$ cat config.mk
export PLATFORM = sky130hd
export DESIGN_NAME = aro_ram
export DESIGN_NICKNAME = d
export VERILOG_FILES = /design/src/rtl/core/aro_ram.sv
export SDC_FILE = /design/constraint.sdc
export NUM_CORES = 1
export LEC_CHECK = 0
export BUFFER_PORTS_ARGS = -buffer_cell sky130_fd_sc_hd__buf_2
export CAP_MARGIN = 20
export CELL_PAD_IN_SITES_DETAIL_PLACEMENT = 1
export CELL_PAD_IN_SITES_GLOBAL_PLACEMENT = 2
export CORE_ASPECT_RATIO = 0.6
export CORE_MARGIN = 4
export CORE_UTILIZATION = 48
export CTS_CLUSTER_DIAMETER = 200
export DETAILED_ROUTE_END_ITERATION = 10
export PLACE_DENSITY = 0.85
export SYNTH_ARGS = -nofsm -noshare
export SYNTH_HDL_FRONTEND = slang
export SYNTH_SLANG_ARGS = --single-unit
$ cat constraint.sdc
create_clock -name clk -period 2.7 [get_ports clk]
set_clock_uncertainty 0.1 [all_clocks]
set_input_delay 0.405 -clock clk [delete_from_list [all_inputs] [get_ports clk]]
set_output_delay 0.405 -clock clk [all_outputs]
set_load 0.02 [all_outputs]
$ cat src/rtl/core/aro_ram.sv
// ----------------------------------------------------------------------------
// aro_ram
// Generic single-write, single-read memory with registered read data.
// ----------------------------------------------------------------------------
`default_nettype none

module aro_ram #(
	parameter int WIDTH = 8,
	parameter int DEPTH = 16
) (
	input  wire logic                     clk,
	input  wire logic                     we,
	input  wire logic [$clog2(DEPTH)-1:0] waddr,
	input  wire logic [WIDTH-1:0]         wdata,
	input  wire logic [$clog2(DEPTH)-1:0] raddr,
	output logic      [WIDTH-1:0]         rdata
);

	logic [WIDTH-1:0] mem_q [DEPTH];

	always_ff @(posedge clk) begin
		if (we) begin
			mem_q[waddr] <= wdata;
		end
		rdata <= mem_q[raddr];
	end

endmodule

`default_nettype wire

==> metrics <==
sequential element share of the synthesized area 0.7778; Worst Path Arrival 1.98 ns; core area 10160 sq um; Placed Cells 400; initial cell density of the core 0.5067; H-tree depth 4; Area Growth Syn to Fin 20.13%; Critical Path RT 2.89 ns; DR WL/cell 25.22 microns; placement-stage cell area 5538 sq um; Synth cell types 19; Post-CTS Hold Buffers 0; worst-margin pin slew 0.8221 ns; DIE WIDTH 141.7 microns; Leakage 2.116 nW; Synth Cell Area 5147 sq um; clk buf depth 2; Vias 2471; pre-CTS WS 0.4769 ns; Post-CTS Repair Setup Buffers 0; layout cells sized above 1 0.3199; Synthesized Nets 247; Final Hold Fails 0; global-route wire length before repair 17080 microns; worst hold slack 0.2789 ns; DPL Wire Length 6958 microns; Period minus WS final 1.790 ns; crit path kind in2reg; Hold Path Class in2reg; Cell Rows 28; Critical Path End Type register; gpl congestion 0.7292; final setup margin 0.9098 ns; Congestion Overflow GR 0; commonest non-fill, non-tap cells in the layout edfxtp_1, buf_2, buf_4; CTS tree done; All-Layer GR Usage 0.1965; fmax 0.5586 GHz; PwrDens 829.0 nW/um^2; WL met2 5093 microns; top layer in use met4; number of I/O pins 26; final core occ 0.6086; Syn Area/Cell 22.48 sq um; most common cell after layout, fill and taps aside edfxtp_1; TritonCTS buffer count 17; n_diodes 0; drt total wl 10900 microns; antenna violations before repair 0; Synth Register Bits 136; Vias/cell 5.720; Startpoint Class primary input; met3 WL post-DR 516 microns; PortBufs 25; router iterations before antenna repair 4; met1 WL 5152 microns; clock-pin slew on the worst setup and hold paths 0.06 ns; clock root buffer clkbuf_16; antenna-violating nets left 0; Chip Height 88.22 microns; worst vdd ir 464.8 uV; vias in the first global route 2763; DIE AREA 12500 sq um; RSZ-0062 raised after global routing no; setup violators final 0; maximum net fanout on the critical path 16; # resized after CTS 0; Starting DRT DRC Count 155; Sink Count 136; largest net degree at the start of global routing 20; Non-Filler Instances 432; synth warn 0; synthesized instance count 229; MaxCap Viol Count 0; fillers 872; max_slew headroom 0.4508; final instance area 6183 sq um; crit share post-route 0.6630; nets 302; drt drc 0; setup_tns 0 ns; Worst-Skew Late Latency 0.41 ns; max-slew violation count 0; status finished, final reports clean; total power draw 5.126 mW
## cell usage after synthesis (all sizes together)
cell	n	area (sq um)
nand2	9	33.78
clkdlybuf4s25	3	30.03
dfxtp	8	160.2
nor2b	1	6.260
nand3b	2	15.01
and2b	1	7.510
buf	7	56.30
nor2	13	48.80
nand2b	2	12.51
a22oi	16	120.1
nor3	4	20.02
edfxtp	128	3844
and2	1	6.260
mux4	32	773.2
nand3	1	5.000
or3b	1	8.760
## critical path, stage by stage
cell and delay (ns):
buf_2 0.45, buf_4 0.27, mux4_1 0.58, a22oi_1 0.20, nand2_1 0.08
## area by class of cell
| cell class | count | area [sq um] | area share |
|---|---|---|---|
| well taps | 135 | 168.9 | 0.02732 |
| clock inverters | 12 | 198.9 | 0.03217 |
| repair buffers | 46 | 307.8 | 0.04978 |
| clock buffers | 20 | 446.7 | 0.07224 |
| multi-input cells | 83 | 1057 | 0.1710 |
| flip-flops and latches | 136 | 4004 | 0.6475 |
## kinds of logic after synthesis
group / after synthesis / synth area share
buffers and inverters: 10 / 0.01677
DFF: 136 / 0.7778
AOI/OAI and AO/OA: 16 / 0.02334
and+or+nand+nor: 35 / 0.03184
muxes: 32 / 0.1502
## worst paths after layout
path / slack, ns / from / cells after the start / to
max: 0.91 / raddr[0] / 5 / rdata[3]
min: 0.28 / wdata[7] / 1 / mem_q[6][7]
max reg2reg: 1.23 / mem_q[9][5] / 3 / rdata[5]
min reg2reg: 0.58 / mem_q[4][1] / 3 / rdata[1]
## sequential cells by signal, summed over array words and instances, names as in the netlist
signal,flops
mem_q,128
rdata,8
## routing by layer
| layer | up-vias | track usage |
|---|---|---|
| li1 | 1081 | - |
| met1 | 1324 | 0.2777 |
| met2 | 56 | 0.2997 |
| met3 | 10 | 0.05832 |
| met4 | 0 | 0.06533 |
| met5 | - | 0 |
## where the power goes
part | switching [mW] | internal, mW | total [mW]
clock network | 0.854 | 1.66 | 2.51
registers | 0.0159 | 2.36 | 2.38
logic | 0.140 | 0.0961 | 0.236
total | 1.01 | 4.12 | 5.13
(Power assumes the default switching activity.)
