--- src/rtl/core/aro_pkg.sv ---
// ----------------------------------------------------------------------------
// aro_pkg
// Shared types and constants of the annealing route optimizer.
// ----------------------------------------------------------------------------
`default_nettype none

package aro_pkg;

	localparam int MAX_CITIES_DEF = 64;
	localparam int DIST_BITS_DEF  = 16;

	localparam int OPCODE_W   = 3;
	localparam int INDEX_A_W  = 7;
	localparam int INDEX_B_W  = 6;
	localparam int LOAD_W     = 16;
	localparam int DRAW_W     = 10;
	localparam int COST_OUT_W = 22;
	localparam int CITY_OUT_W = 6;
	localparam int STALL_W    = 16;
	localparam int IN_DATA_W  = 48;
	localparam int OUT_DATA_W = 72;

	localparam int CFG_INDEX_W = 2;
	localparam int CFG_DATA_W  = 32;
	localparam int COUNT_W     = 7;
	localparam int TEMP_W      = 32;
	localparam int COOL_W      = 16;

	localparam logic [COUNT_W-1:0] COUNT_RESET = 7'd48;
	localparam logic [TEMP_W-1:0]  TEMP_RESET  = 32'd262144000;
	localparam logic [COOL_W-1:0]  COOL_RESET  = 16'd64881;
	localparam logic [STALL_W-1:0] STALL_RESET = 16'd500;

	localparam int MIN_COUNT  = 3;
	localparam int DRAW_SCALE = 1000;
	localparam int LN2_Q16    = 45426;
	localparam int DELTA_BITS = 20;
	localparam int MUL_W      = 32;
	localparam int LOG_Y_W    = 31;
	localparam int LOG_R_W    = 20;
	localparam int LOG_FRAC   = 16;

	typedef enum logic [OPCODE_W-1:0] {
		OP_LOAD_DIST  = 3'd0,
		OP_LOAD_ROUTE = 3'd1,
		OP_REVERSE    = 3'd2,
		OP_SWAP       = 3'd3,
		OP_INSERT     = 3'd4,
		OP_READ_BEST  = 3'd5,
		OP_START      = 3'd6,
		OP_NOP        = 3'd7
	} op_t;

	typedef enum logic [CFG_INDEX_W-1:0] {
		CFG_CITY_COUNT  = 2'd0,
		CFG_START_TEMP  = 2'd1,
		CFG_COOLING     = 2'd2,
		CFG_STALL_LIMIT = 2'd3
	} cfg_idx_t;

	typedef enum logic [1:0] {
		MAP_IDENT,
		MAP_REVERSE,
		MAP_SWAP,
		MAP_INSERT
	} map_t;

	typedef enum logic [1:0] {
		SRC_CUR,
		SRC_CAND,
		SRC_BEST
	} src_t;

	typedef enum logic [4:0] {
		ST_IDLE,
		ST_DISPATCH,
		ST_MOD_MUL,
		ST_MOD_WR,
		ST_RD_ADDR,
		ST_RD_DATA,
		ST_SWEEP,
		ST_START_DONE,
		ST_CAND_DONE,
		ST_LOG_INIT,
		ST_LOG_MUL,
		ST_LOG_UPD,
		ST_LN_MUL,
		ST_TL_MUL,
		ST_TL_CMP,
		ST_APPLY,
		ST_COOL_MUL,
		ST_COOL_WR,
		ST_FINISH
	} state_t;

	typedef struct packed {
		logic go;
		map_t mode;
	} sweep_cmd_t;

	typedef struct packed {
		logic valid;
		logic pair;
		logic last;
	} sweep_stat_t;

	typedef struct packed {
		src_t   src;
		logic   dst_cur;
		logic   dst_cand;
		logic   dst_best;
		logic   cost;
		state_t after;
	} sweep_plan_t;

endpackage

`default_nettype wire

--- src/rtl/core/aro_mul.sv ---
// ----------------------------------------------------------------------------
// aro_mul
// Shared 32x32 multiplier with a registered product.
// ----------------------------------------------------------------------------
`default_nettype none

module aro_mul (
	input  wire logic                          clk,
	input  wire logic                          en,
	input  wire logic [aro_pkg::MUL_W-1:0]     op_a,
	input  wire logic [aro_pkg::MUL_W-1:0]     op_b,
	output logic      [2*aro_pkg::MUL_W-1:0]   prod
);

	always_ff @(posedge clk) begin
		if (en) begin
			prod <= op_a * op_b;
		end
	end

endmodule

`default_nettype wire

--- config.mk ---
export PLATFORM = sky130hd
export DESIGN_NAME = aro_mul
export DESIGN_NICKNAME = d
export VERILOG_FILES = /design/src/rtl/core/aro_pkg.sv /design/src/rtl/core/aro_mul.sv
export SDC_FILE = /design/constraint.sdc
export NUM_CORES = 2
export LEC_CHECK = 0
export BUFFER_PORTS_ARGS = -buffer_cell sky130_fd_sc_hd__buf_2
export CORE_ASPECT_RATIO = 1.4
export CORE_MARGIN = 8
export CORE_UTILIZATION = 60
export DETAILED_ROUTE_END_ITERATION = 10
export PLACE_DENSITY = 0.88
export SYNTH_ARGS = -nofsm -noshare
export SYNTH_HDL_FRONTEND = slang
export SYNTH_SLANG_ARGS = --single-unit
--- constraint.sdc ---
create_clock -name clk -period 8 [get_ports clk]
set_input_delay 1.6 -clock clk [delete_from_list [all_inputs] [get_ports clk]]
set_output_delay 1.6 -clock clk [all_outputs]
set_load 0.005 [all_outputs]
==> metrics.cfg <==
[min_path]
hp-class = input port to flip-flop

[sta]
worst_slack_ps = -873
finalSetupViolCount = 39
fin_crit_ps = 8870
slew_violations = 0
final_hold_viol_count = 0
rsz0062_at_grt = true
tightest_slew_ps = 902
slew_headroom_pct = 39.9
holdWs_ps = 2000
fmax_mhz = 113
min_period_over_period_pct = 111

[detailed_routing]
wl_per_cell_um = 26.6
drc = 1
vias = 30200
wl_mm = 128
vias_per_cell = 6.27
dr.pass1.iters = 11
ant_nets = 0
drt_iter0_markers = 3468

[die]
io_pins = 130
die_h_um = 303
die_area_um2 = 67000
die_x_um = 221
placement_rows = 105
start_util_pct = 60.4
core-area_um2 = 58500

[place]
hpwl_mm = 89.2
io_buffers = 129
dp.cells = 4749
gp_congestion = 0.974

[global_routing]
grt_pass1_vias = 33600
grt_antenna_before_repair = 8
grt_use_total_pct = 35.6
grt_pass1_wl_mm = 181
grt-ovfl-total = 0
grt_max_degree = 65

[finish]
fillerInstances = 3436
largest_reg_flops = 64
top_regs = prod (64)
regMostFlops = prod
drive_gt1_share_pct = 19.5
multiInputGateArea_um2 = 30300
seqCellArea_um2 = 1920
areaGrowthSynthToFinish_pct = 16.7
nNetsFinal = 5284
fin_cells = 4819

[outcome]
violations = design-rule violations, negative setup slack
outcome = finished with violations

[clock_tree]
cts.path.max_buffers = 2
cts_root_buf = clkbuf_16
clk_pin_slew_ps = 60
htree_levels = 3
cts_buffers = 9
clock-sinks = 64
cts_tree = built

[synthesis]
yosys.cell_types.count = 57
mappedNetlistArea_um2 = 35300
syn_avg_cell_area_um2 = 9.42
synth_area_leaders = fa_1 51%, and2_1 11%, ha_1 9.3%, inv_1 9.2%, edfxtp_1 5.4%
synth_top_area_share_pct = 50.8
async_reset_ff_share_pct = 0
ys.flop_type = edfxtp_1
synth_top_cell_by_area = fa_1
synth_edf_count = 64
syn_inst = 3748
yosys_warnings = 0
syn-num-nets = 4973
seq_area_frac_synth_pct = 5.44
yosys-top-cells-count = 896 x fa_1, 865 x inv_1, 602 x and2_1
synth_most_common_cell = fa_1
yosys_register_bits = 64

[worst_setup_path]
crit_fanout = 15
required_ps = 8100
critPathKind = input port to flip-flop
end_kind = flip-flop
critPathLaunchType = input port
critical_path_arrival_ps = 8970

[flow_run]
drv_cap = 0

[cell type report]
type                    instances  share of cell area, %
diodes                          6                 0.0364
well taps                     749                   2.27
repair buffers                520                   10.8
clock inverters                 7                  0.115
inverters                     865                   7.91
clock buffers                   9                  0.546
flip-flops and latches         64                   4.66
multi-input cells            2599                   73.6
[routing by layer]
metal	up-vias	routed length, um	GRT usage, %
li1	11500	-	-
met5	-	102	0
met1	14600	34900	33.6
met3	1254	16400	11.5
met2	2753	60000	60.5
met4	4	16700	34.4
[cell families after synthesis]
| family | share of synthesized area [%] |
|---|---|
| muxes | 0.0283 |
| DFF | 5.44 |
| xor gates and xnor gates | 1.49 |
| AOI/OAI and AO/OA | 4.08 |
| and+or+nand+nor | 17.3 |
| buffers and inverters | 11.6 |
| adders and majority gates | 60.1 |
[worst max-delay path, stage by stage]
cell	delay, ps
buf_8	150
buf_4	150
and2_1	160
fa_1	390
inv_1	220
fa_1	650
fa_1	570
fa_1	550
inv_1	50
fa_1	520
fa_1	450
fa_2	640
fa_1	480
ha_4	310
buf_4	160
nand4_1	410
and3b_1	410
o2111ai_2	180
a31oi_4	310
a31o_4	230
a211oi_4	70
buf_4	150
xnor2_2	120
[per-stage QoR]
stage | TNS (ps) | setup WS [ps] | instance area (um2) | util [%]
2_1_floorplan | -1330 | -255 | 35700 | -
3_3_place_gp | -18930 | -831 | 38800 | 66.4
5_1_grt | -23990 | -895 | 41200 | 70.5
6_report | -21630 | -873 | 41200 | 70.5
4_1_cts | -5110 | -352 | 40100 | 68.7
3_5_place_dp | -24980 | -966 | 38800 | 66.4
[final timing paths]
kind              startpoint        to  slack, ps  cells past startpoint
setup / recovery    op_a[19]  prod[58]       -870                     23
hold / removal            en   prod[4]       2000                      2
[placed cells by master (no fill, tap or decap), types with 6 or more instances in the layout]
master	instances
fa_1	826
and2_1	562
o21ai_1	6
a21oi_4	10
and3_1	13
fa_2	70
nand3_1	9
o21bai_1	10
ha_1	242
nand2_1	468
ha_4	19
nor2_1	18
inv_2	38
o21ai_0	15
a21oi_2	12
buf_6	75
a31oi_1	7
nor3_1	7
buf_2	81
nand2_2	7
o21a_1	8
inv_1	824
a21oi_1	44
xor2_1	24
buf_8	13
a21o_1	39
buf_12	22
nand4_1	23
xnor2_1	32
edfxtp_1	64
buf_4	324
clkbuf_16	9
diode_2	6
and2_4	38
[repair_timing]
item | in CTS | in global routing
pin swaps | 76 | 184
buffers inserted | 24 | 23
cloned | 4 | 0
endpoints found under the hold margin | 0 | 0
resized for setup | 209 | 236
hold buffers | 0 | 0
setup endpoints to repair | 32 | 37
Power is not shown: default switching activity piles up to over one toggle a cycle in this logic, so the estimate is an artifact.
