$ cat config.mk
export PLATFORM = sky130hd
export DESIGN_NAME = aro_sweep
export DESIGN_NICKNAME = d
export VERILOG_FILES = /design/src/rtl/core/aro_pkg.sv /design/src/rtl/core/aro_sweep.sv
export SDC_FILE = /design/constraint.sdc
export NUM_CORES = 1
export LEC_CHECK = 0
export BUFFER_PORTS_ARGS = -buffer_cell sky130_fd_sc_hd__buf_2
export CORE_MARGIN = 5
export CORE_UTILIZATION = 53
export CTS_BUF_LIST = sky130_fd_sc_hd__clkbuf_4 sky130_fd_sc_hd__clkbuf_8 sky130_fd_sc_hd__clkbuf_16
export DETAILED_ROUTE_END_ITERATION = 8
export HOLD_SLACK_MARGIN = 0.15
export PLACE_DENSITY = 0.86
export RECOVER_POWER = 100
export SYNTH_ARGS = -nofsm -noshare
export SYNTH_HDL_FRONTEND = slang
export SYNTH_SLANG_ARGS = --single-unit
export TNS_END_PERCENT = 10
$ cat constraint.sdc
create_clock -name clk -period 4.7 [get_ports clk]
set_input_delay 0.705 -clock clk [delete_from_list [all_inputs] [get_ports clk]]
set_output_delay 0.705 -clock clk [all_outputs]
set_load 0.01 [all_outputs]
$ cat src/rtl/core/aro_pkg.sv
// ----------------------------------------------------------------------------
// aro_pkg
// Shared types and constants of the annealing route optimizer.
// ----------------------------------------------------------------------------
`default_nettype none

package aro_pkg;

	localparam int MAX_CITIES_DEF = 64;
	localparam int DIST_BITS_DEF  = 16;

	localparam int OPCODE_W   = 3;
	localparam int INDEX_A_W  = 7;
	localparam int INDEX_B_W  = 6;
	localparam int LOAD_W     = 16;
	localparam int DRAW_W     = 10;
	localparam int COST_OUT_W = 22;
	localparam int CITY_OUT_W = 6;
	localparam int STALL_W    = 16;
	localparam int IN_DATA_W  = 48;
	localparam int OUT_DATA_W = 72;

	localparam int CFG_INDEX_W = 2;
	localparam int CFG_DATA_W  = 32;
	localparam int COUNT_W     = 7;
	localparam int TEMP_W      = 32;
	localparam int COOL_W      = 16;

	localparam logic [COUNT_W-1:0] COUNT_RESET = 7'd48;
	localparam logic [TEMP_W-1:0]  TEMP_RESET  = 32'd262144000;
	localparam logic [COOL_W-1:0]  COOL_RESET  = 16'd64881;
	localparam logic [STALL_W-1:0] STALL_RESET = 16'd500;

	localparam int MIN_COUNT  = 3;
	localparam int DRAW_SCALE = 1000;
	localparam int LN2_Q16    = 45426;
	localparam int DELTA_BITS = 20;
	localparam int MUL_W      = 32;
	localparam int LOG_Y_W    = 31;
	localparam int LOG_R_W    = 20;
	localparam int LOG_FRAC   = 16;

	typedef enum logic [OPCODE_W-1:0] {
		OP_LOAD_DIST  = 3'd0,
		OP_LOAD_ROUTE = 3'd1,
		OP_REVERSE    = 3'd2,
		OP_SWAP       = 3'd3,
		OP_INSERT     = 3'd4,
		OP_READ_BEST  = 3'd5,
		OP_START      = 3'd6,
		OP_NOP        = 3'd7
	} op_t;

	typedef enum logic [CFG_INDEX_W-1:0] {
		CFG_CITY_COUNT  = 2'd0,
		CFG_START_TEMP  = 2'd1,
		CFG_COOLING     = 2'd2,
		CFG_STALL_LIMIT = 2'd3
	} cfg_idx_t;

	typedef enum logic [1:0] {
		MAP_IDENT,
		MAP_REVERSE,
		MAP_SWAP,
		MAP_INSERT
	} map_t;

	typedef enum logic [1:0] {
		SRC_CUR,
		SRC_CAND,
		SRC_BEST
	} src_t;

	typedef enum logic [4:0] {
		ST_IDLE,
		ST_DISPATCH,
		ST_MOD_MUL,
		ST_MOD_WR,
		ST_RD_ADDR,
		ST_RD_DATA,
		ST_SWEEP,
		ST_START_DONE,
		ST_CAND_DONE,
		ST_LOG_INIT,
		ST_LOG_MUL,
		ST_LOG_UPD,
		ST_LN_MUL,
		ST_TL_MUL,
		ST_TL_CMP,
		ST_APPLY,
		ST_COOL_MUL,
		ST_COOL_WR,
		ST_FINISH
	} state_t;

	typedef struct packed {
		logic go;
		map_t mode;
	} sweep_cmd_t;

	typedef struct packed {
		logic valid;
		logic pair;
		logic last;
	} sweep_stat_t;

	typedef struct packed {
		src_t   src;
		logic   dst_cur;
		logic   dst_cand;
		logic   dst_best;
		logic   cost;
		state_t after;
	} sweep_plan_t;

endpackage

`default_nettype wire

$ cat src/rtl/core/aro_sweep.sv
// ----------------------------------------------------------------------------
// aro_sweep
// Slot walker for route copies: steps every slot once and maps each
// destination slot to its source slot under the selected move.
// ----------------------------------------------------------------------------
`default_nettype none

module aro_sweep #(
	parameter int MAX_CITIES = aro_pkg::MAX_CITIES_DEF
) (
	input  wire logic                              clk,
	input  wire logic                              arst_n,
	input  wire aro_pkg::sweep_cmd_t               cmd,
	input  wire logic [$clog2(MAX_CITIES+1)-1:0]   pos_a,
	input  wire logic [$clog2(MAX_CITIES+1)-1:0]   pos_b,
	input  wire logic [$clog2(MAX_CITIES+1)-1:0]   count,
	output logic      [$clog2(MAX_CITIES+1)-1:0]   rd_addr,
	output logic      [$clog2(MAX_CITIES+1)-1:0]   slot_s1,
	output aro_pkg::sweep_stat_t                   stat_s1,
	output logic                                   busy
);

	localparam int RA_W = $clog2(MAX_CITIES+1);
	localparam logic [RA_W-1:0] LAST_SLOT = RA_W'(MAX_CITIES);

	logic              busy_q;
	logic [RA_W-1:0]   idx_q;
	aro_pkg::map_t     mode_q;
	logic [RA_W-1:0]   lo;
	logic [RA_W-1:0]   hi;

	always_ff @(posedge clk or negedge arst_n) begin
		if (!arst_n) begin
			busy_q  <= 1'b0;
			idx_q   <= '0;
			mode_q  <= aro_pkg::MAP_IDENT;
			stat_s1 <= '0;
		end else begin
			if (cmd.go) begin
				busy_q <= 1'b1;
				idx_q  <= '0;
				mode_q <= cmd.mode;
			end else if (busy_q) begin
				if (idx_q == LAST_SLOT) begin
					busy_q <= 1'b0;
				end else begin
					idx_q <= idx_q + 1'b1;
				end
			end
			stat_s1.valid <= busy_q;
			stat_s1.pair  <= busy_q && (idx_q != '0) && (idx_q <= count);
			stat_s1.last  <= busy_q && (idx_q == LAST_SLOT);
		end
	end

	always_ff @(posedge clk) begin
		slot_s1 <= idx_q;
	end

	assign busy = busy_q;
	assign lo   = (pos_a < pos_b) ? pos_a : pos_b;
	assign hi   = (pos_a < pos_b) ? pos_b : pos_a;

	always_comb begin
		rd_addr = idx_q;
		case (mode_q)
			aro_pkg::MAP_REVERSE: begin
				if (idx_q >= lo && idx_q <= hi) begin
					rd_addr = RA_W'({1'b0, lo} + {1'b0, hi} - {1'b0, idx_q});
				end
			end
			aro_pkg::MAP_SWAP: begin
				if (idx_q == pos_a) begin
					rd_addr = pos_b;
				end else if (idx_q == pos_b) begin
					rd_addr = pos_a;
				end
			end
			aro_pkg::MAP_INSERT: begin
				if (idx_q == pos_b) begin
					rd_addr = pos_a;
				end else if (pos_a < pos_b) begin
					if (idx_q >= pos_a && idx_q < pos_b) begin
						rd_addr = idx_q + 1'b1;
					end
				end else begin
					if (idx_q > pos_b && idx_q <= pos_a) begin
						rd_addr = idx_q - 1'b1;
					end
				end
			end
			default: begin
				rd_addr = idx_q;
			end
		endcase
	end

endmodule

`default_nettype wire

==> qor.yml, run 1 <==
status:
  outcome: "finished, violations left"
  violations: "setup timing"
yosys:
  ys_async_sr_fraction_pct: 65.00
  synth-edff-count: 0
  syn_area_per_cell_sq_um: 7.920
  syn_nets: 473
  ys_warn_count: 0
  ys_ff_latch: 20
  synth_cell_types: 63
  synth_ff_type: "dfrtp_1"
  netlist_area_sq_um: 3049
  synthCells: 385
  ys_seq_area_share_pct: 15.26
power_and_ir_drop:
  cellPowerDensity_nw_per_um2: 234.7
  vdd_drop_max_mv: 0.2224
  clkPwrFrac_pct: 18.3
  power.leakage_uw: 0.001848
  power.internal_uw: 556.8
  p_sw_uw: 353.8
  sw_frac_of_total_pct: 38.85
  power_frac_seq_pct: 21.7
  p_comb_share_pct: 60.0
die:
  core_sq_um: 5540
  rows: 27
  die_y_um: 85.85
  die_area_sq_um: 7370
  ioPinCount: 44
  start_util_pct: 55.04
  die-width_um: 85.85
critical_path:
  crit_family: "compound AO/OA/AOI/OAI gates"
  cp_num_buf_inv: 6
  critPathMostFrequentCell: "a21oi_1"
  crit_path_max_fanout: 6
  cp_data_required_time_ns: 3.99
  critPathLaunchType: "input port"
  critPathCaptureType: "output port"
  max_stage_delay_ns: 0.54
  criticalPathCategory: "in -> out"
  path_cells: "buf_2, inv_2, ha_4, a21o_1, a31oi_2, o21ai_4, buf_6, nor2_1, a21oi_1, buf_4, fa_1, inv_1, ha_1, a211oi_2, o21bai_1, a21oi_1, xor2_1, mux2i_1, a21oi_1, a31oi_1, buf_2"
  cp.arrival_ns: 4.18
  cpMaxStageDelayCell: "fa_1"
route:
  wl_um: 9645
  post_drt_via_cell_ratio: 6.310
  drtIter0Drc: 361
  drc: 0
  wire_per_inst_um: 17.89
  vias: 3401
  antenna_left: 0
  drt_pre_antenna_iters: 5
clocking:
  cts_root_buf: "clkbuf_8"
  cts_tree: "built"
  clk_pin_slew_ns: 0.07
  cts_buffers: 3
  htreeDepth: 1
  clk_latency_ns: 0.26
  cts_max_path_buffers: 2
  clock_sinks: 20
  cts-hold-fix-buffers: 0
timing:
  period_minus_slack_ns: 4.890
  skew_ns: 0.004614
  rsz0062_at_grt: "yes"
  whs_ns: 0.4430
  setup_tns_ns: -0.7698
  min_period_over_period_pct: 104.0
  tightest_slew_ns: 0.7033
  drv_slew: 0
  setup_viol: 7
  hold_violations: 0
  relSlewSlack_pct: 53.11
  clock.fmax_mhz: 204.5
  finalWorstSetupSlack_ns: -0.1898
placement:
  io_buffers: 43
  place.gp.congestion: 0.9801
  dp.cells: 534
  hpwl_um: 7485
global_routing:
  grtUsageMet2_pct: 47.25
  grt.total_usage_pct: 26.31
  use_met1_pct: 31.01
  grt_pass1_wl_um: 15690
  grt_max_degree: 18
  grt_pass1_vias: 3407
  grt-busiest-layer: "met2"
  antenna_found_initial: 0
  gr-total-overflow: 0
  use_met3_pct: 3.074
job:
  cap_violations: 0
finish:
  fin_cells: 539
  fillCellCount: 455
  nNetsFinal: 556
  syn2layout_area_growth_pct: 27.25
  layout_common_cells: "49 x ha_1, 48 x buf_4, 42 x inv_1"
  final_common_cell: "ha_1"
  diodes: 0
  final_layout_size_suffix_gt1_share_pct: 26.77
hold_path:
  hold_path_class: "in -> async"
[cell type report]
type,instances,area [sq um],area share (%)
clock buffer,3,41.29,1.064
clock inverter,1,30.03,0.7739
inverter,47,176.4,4.547
multi-input combinational,304,2495,64.30
sequential,20,465.4,12.00
tap,72,90.09,2.322
timing repair buffer,92,581.8,15.00
[logic make-up after synthesis]
family | synth area share, %
compound gates | 24.62
simple gates | 19.53
buf+inv | 8.165
flops | 15.26
fa+ha+maj | 26.92
xor+xnor | 3.447
mux | 2.052
[flip-flops by register name, indices dropped and copies added, names as in the netlist]
signal,count
slot_s1,7
stat_s1,3
busy,1
mode_q,2
idx_q,7
[power by group through the flow]
stage / registers [uW] / logic, uW / clock network (uW)
after global placement: 200 / 458 / 0
after detailed placement: 200 / 480 / 0
after global routing: 198 / 600 / 175
after floorplan: 191 / 301 / 0
final: 197 / 546 / 167
after CTS: 196 / 525 / 168
[cells in the mapped netlist, types with 3 or more instances]
cell type	n	area, sq um
nand2_1	25	93.84
ha_1	56	700.7
o22ai_1	7	43.79
clkbuf_1	9	33.78
nor3_1	7	35.03
xor2_1	3	26.28
and4_1	3	26.28
o21a_1	6	45.04
dfxtp_1	7	140.1
mux2i_1	4	40.04
a221o_1	3	30.03
dfrtp_1	13	325.3
xnor2_1	9	78.83
and3_1	4	25.02
a31oi_1	7	43.79
a21oi_1	30	150.1
inv_1	47	176.4
nand3_1	9	45.04
a221oi_1	4	35.03
nand2b_1	4	25.02
a21o_1	7	52.55
nor2_1	30	112.6
nand3b_1	3	22.52
fa_1	6	120.1
a211o_1	3	26.28
nand4_1	10	62.56
nor2b_1	4	25.02
a211oi_1	3	22.52
o21ai_0	18	90.09
[path summary, 6_finish.rpt]
path	startpoint	to	slack, ns	cells after the start
max	pos_b[2]	rd_addr[5]	-0.19	21
min in group clk	busy$_DFF_PN0_	stat_s1[2]$_DFF_PN0_	0.53	0
min	arst_n	idx_q[4]$_DFFE_PN0P_	0.44	1
min reg2reg	busy$_DFF_PN0_	stat_s1[2]$_DFF_PN0_	0.53	0
max in group asynchronous	arst_n	idx_q[6]$_DFFE_PN0P_	3.84	1
max reg2reg	idx_q[1]$_DFFE_PN0P_	idx_q[2]$_DFFE_PN0P_	2.32	6
[metrics by stage]
stage                     worst slack (ns)  total power (uW)  utilization (%)  cell area, sq um
after floorplan                   0.005038             491.5                -              3050
after global placement             -0.1233             658.0            65.81              3646
after detailed placement           -0.2325             679.9            65.81              3646
after CTS                         -0.02753             889.7            69.96              3876
after global routing               -0.3881             973.2            70.03              3880
final                              -0.1898             910.6            70.03              3880
[layer usage]
layer / vias to the layer above / part of all wire, %
met3: 46 / 9.1
li1: 1556 / -
met4: 0 / 4.4
met1: 1605 / 38
met2: 194 / 48
met5: - / 0
[what timing repair did]
action,in CTS,in global routing
setup endpoints to repair,7,7
setup buffers,1,0
gates resized for setup,34,5
pin swaps,21,5
No activity file was read; power rests on OpenSTA's default activity.
==> inputs of run 2 (changes only) <==
Settings changed: CORE_UTILIZATION 53 to 59, PLACE_DENSITY 0.86 to 0.79.
Clock period 4.7 ns to 5.5 ns, I/O delays scaled along.
==> qor.yml, run 2 (synthesized netlist as in run 1, its figures left out) <==
timing:
  whs_ns: 0.5300  # +0.08704 ns
  relSlewSlack_pct: 54.40  # +1.3 points
  skew_ns: 0.005302  # +0.0006880 ns
  min_period_over_period_pct: 96.75
  finalWorstSetupSlack_ns: 0.1789  # +0.3687 ns
  rsz0062_at_grt: "yes"
  tightest_slew_ns: 0.6808  # -0.02245 ns
  setup_viol: 0  # -7
  drv_slew: 0  # unchanged
  period_minus_slack_ns: 5.321
  clock.fmax_mhz: 187.9
  hold_violations: 0  # unchanged
critical_path:
  cp.arrival_ns: 4.50  # +0.32 ns
  criticalPathCategory: "in -> out"
  critPathLaunchType: "input port"
  reg2reg_setup_slack_ns: 3.23  # +0.91 ns
  rr_worst_depth: 6  # unchanged
  cp_data_required_time_ns: 4.68  # +0.69 ns
  r2r_start: "idx_q[1]$_DFFE_PN0P_"
  crit_path_max_fanout: 20  # +14
  rr_endpoint: "idx_q[3]$_DFFE_PN0P_"
  critPathCaptureType: "output port"
die:
  start_util_pct: 60.08  # +5.0 points
  die-width_um: 81.89  # -4.6%
  core_sq_um: 5075  # -8.4%
  die_area_sq_um: 6706  # -9.0%
  rows: 26  # -3.7%
  die_y_um: 81.89  # -4.6%
  ioPinCount: 44  # unchanged
hold_path:
  holdPathEnd: "stat_s1[2]$_DFF_PN0_"
  hold_depth: 0
  min_from: "busy$_DFF_PN0_"
  hold_path_class: "reg -> reg"
finish:
  final_area_sq_um: 3386  # -13%
  nNetsFinal: 511  # -8.1%
  fin_cells: 492  # -8.7%
  diodes: 0  # unchanged
  top_regs: "idx_q: 7 flops, slot_s1: 7 flops, stat_s1: 3 flops"
  final_layout_size_suffix_gt1_share_pct: 12.32  # -14 points
  final_common_cell: "ha_1"
  layout_common_cells: "56 x ha_1, 47 x inv_1, 31 x buf_2"
  syn2layout_area_growth_pct: 11.04
global_routing:
  gr-total-overflow: 0  # unchanged
  antenna_found_initial: 0  # unchanged
  grt.total_usage_pct: 25.55  # -0.76 points
  grt_pass1_vias: 2839  # -17%
  grt_max_degree: 21  # +3
  grt_pass1_wl_um: 13270  # -15%
clocking:
  post_cts_buffers: 0  # -1
  clock_sinks: 20  # unchanged
  cts_buffers: 3  # unchanged
  clk_pin_slew_ns: 0.07  # about the same
  cts_max_path_buffers: 2  # unchanged
  htreeDepth: 1  # unchanged
  clk_latency_ns: 0.26  # about the same
  cts_tree: "built"
  cts_root_buf: "clkbuf_8"
route:
  wl_um: 8288  # -14%
  drt_pre_antenna_iters: 5  # unchanged
  drc: 0  # unchanged
  vias: 2971  # -13%
  drtIter0Drc: 372  # +3.0%
  post_drt_via_cell_ratio: 6.039  # -4.3%
  wire_per_inst_um: 16.85  # -5.9%
  antenna_left: 0  # unchanged
power_and_ir_drop:
  power.leakage_uw: 0.001621  # -12%
  cellPowerDensity_nw_per_um2: 196.6  # -16%
  vdd_drop_max_mv: 0.1707  # -23%
job:
  cap_violations: 0  # unchanged
placement:
  dp_slack_ns: 0.1393  # +0.3717 ns
  hpwl_um: 6608  # -12%
  dp.cells: 488  # -8.6%
  place.gp.congestion: 0.9418  # -3.9%
  postPlaceCellArea_sq_um: 3326  # -8.8%
  io_buffers: 43  # unchanged
status:
  outcome: "completed"
## run 2: cell types whose count changed in the layout (fill, tap and decap cells not counted), moves of 2 or more
cell	previous run	this run
o21ai_0	13	17
inv_1	42	47
a21oi_1	28	30
buf_4	48	2
o21ai_2	3	1
o21ai_4	2	0
inv_2	5	0
ha_4	6	0
a21oi_2	2	0
nor2_2	3	1
nor2_1	28	30
ha_1	49	56
## run 2: metrics by stage
step                util, %  total power (uW)  setup TNS, ns
finish                66.72             665.8              0
global route          66.72             714.5      -0.007376
CTS                   66.94             666.2              0
detailed placement    65.53             520.3              0
global placement      65.53             512.7              0
floorplan                 -             419.6              0
## run 2: area by class of cell
type	count	area, sq um
Fill cell	470	1689
Clock buffer	3	41.29
Timing Repair Buffer	47	246.5
Clock inverter	1	30.03
Tap cell	70	87.58
Inverter	47	176.4
Sequential cell	20	465.4
Multi-Input combinational cell	304	2338
## run 2: where the power goes
| part | internal (uW) | switching [uW] |
|---|---|---|
| sequential | 152 | 16.1 |
| clock | 97.2 | 46.1 |
| combinational | 152 | 202 |
| total | 401 | 264 |
## run 2: critical path: stages
cell and delay [ns]:
buf_2 0.10, inv_1 0.07, ha_1 0.29, a21o_1 0.11, a31oi_1 0.04, o21ai_2 0.32
buf_12 0.20, nor2_1 0.05, a21oi_1 0.34, fa_1 0.48, inv_1 0.07, ha_1 0.27
nor2b_1 0.17, o31a_1 0.25, o21a_1 0.17, nor2_1 0.11, xnor2_1 0.18, xnor2_1 0.11
o211ai_1 0.20, buf_2 0.17
## run 2: worst max path at each step
stage / from / to
floorplan: pos_b[6] / rd_addr[6]
global placement: pos_b[2] / rd_addr[6]
detailed placement: pos_b[2] / rd_addr[6]
CTS: pos_b[2] / rd_addr[6]
global route: pos_b[6] / rd_addr[5]
finish: pos_b[2] / rd_addr[6]
## run 2: layer usage
layer	vias to the layer above	global-route usage [%]	part of all wire, %
met5	-	0	0
li1	1464	-	-
met4	0	9.468	3.1
met3	27	2.961	8.1
met1	1336	32.49	42
met2	144	44.10	47
## run 2: repair_timing
action	CTS	global route
gates resized for setup	0	3
hold buffers	0	0
setup endpoints to repair	0	2
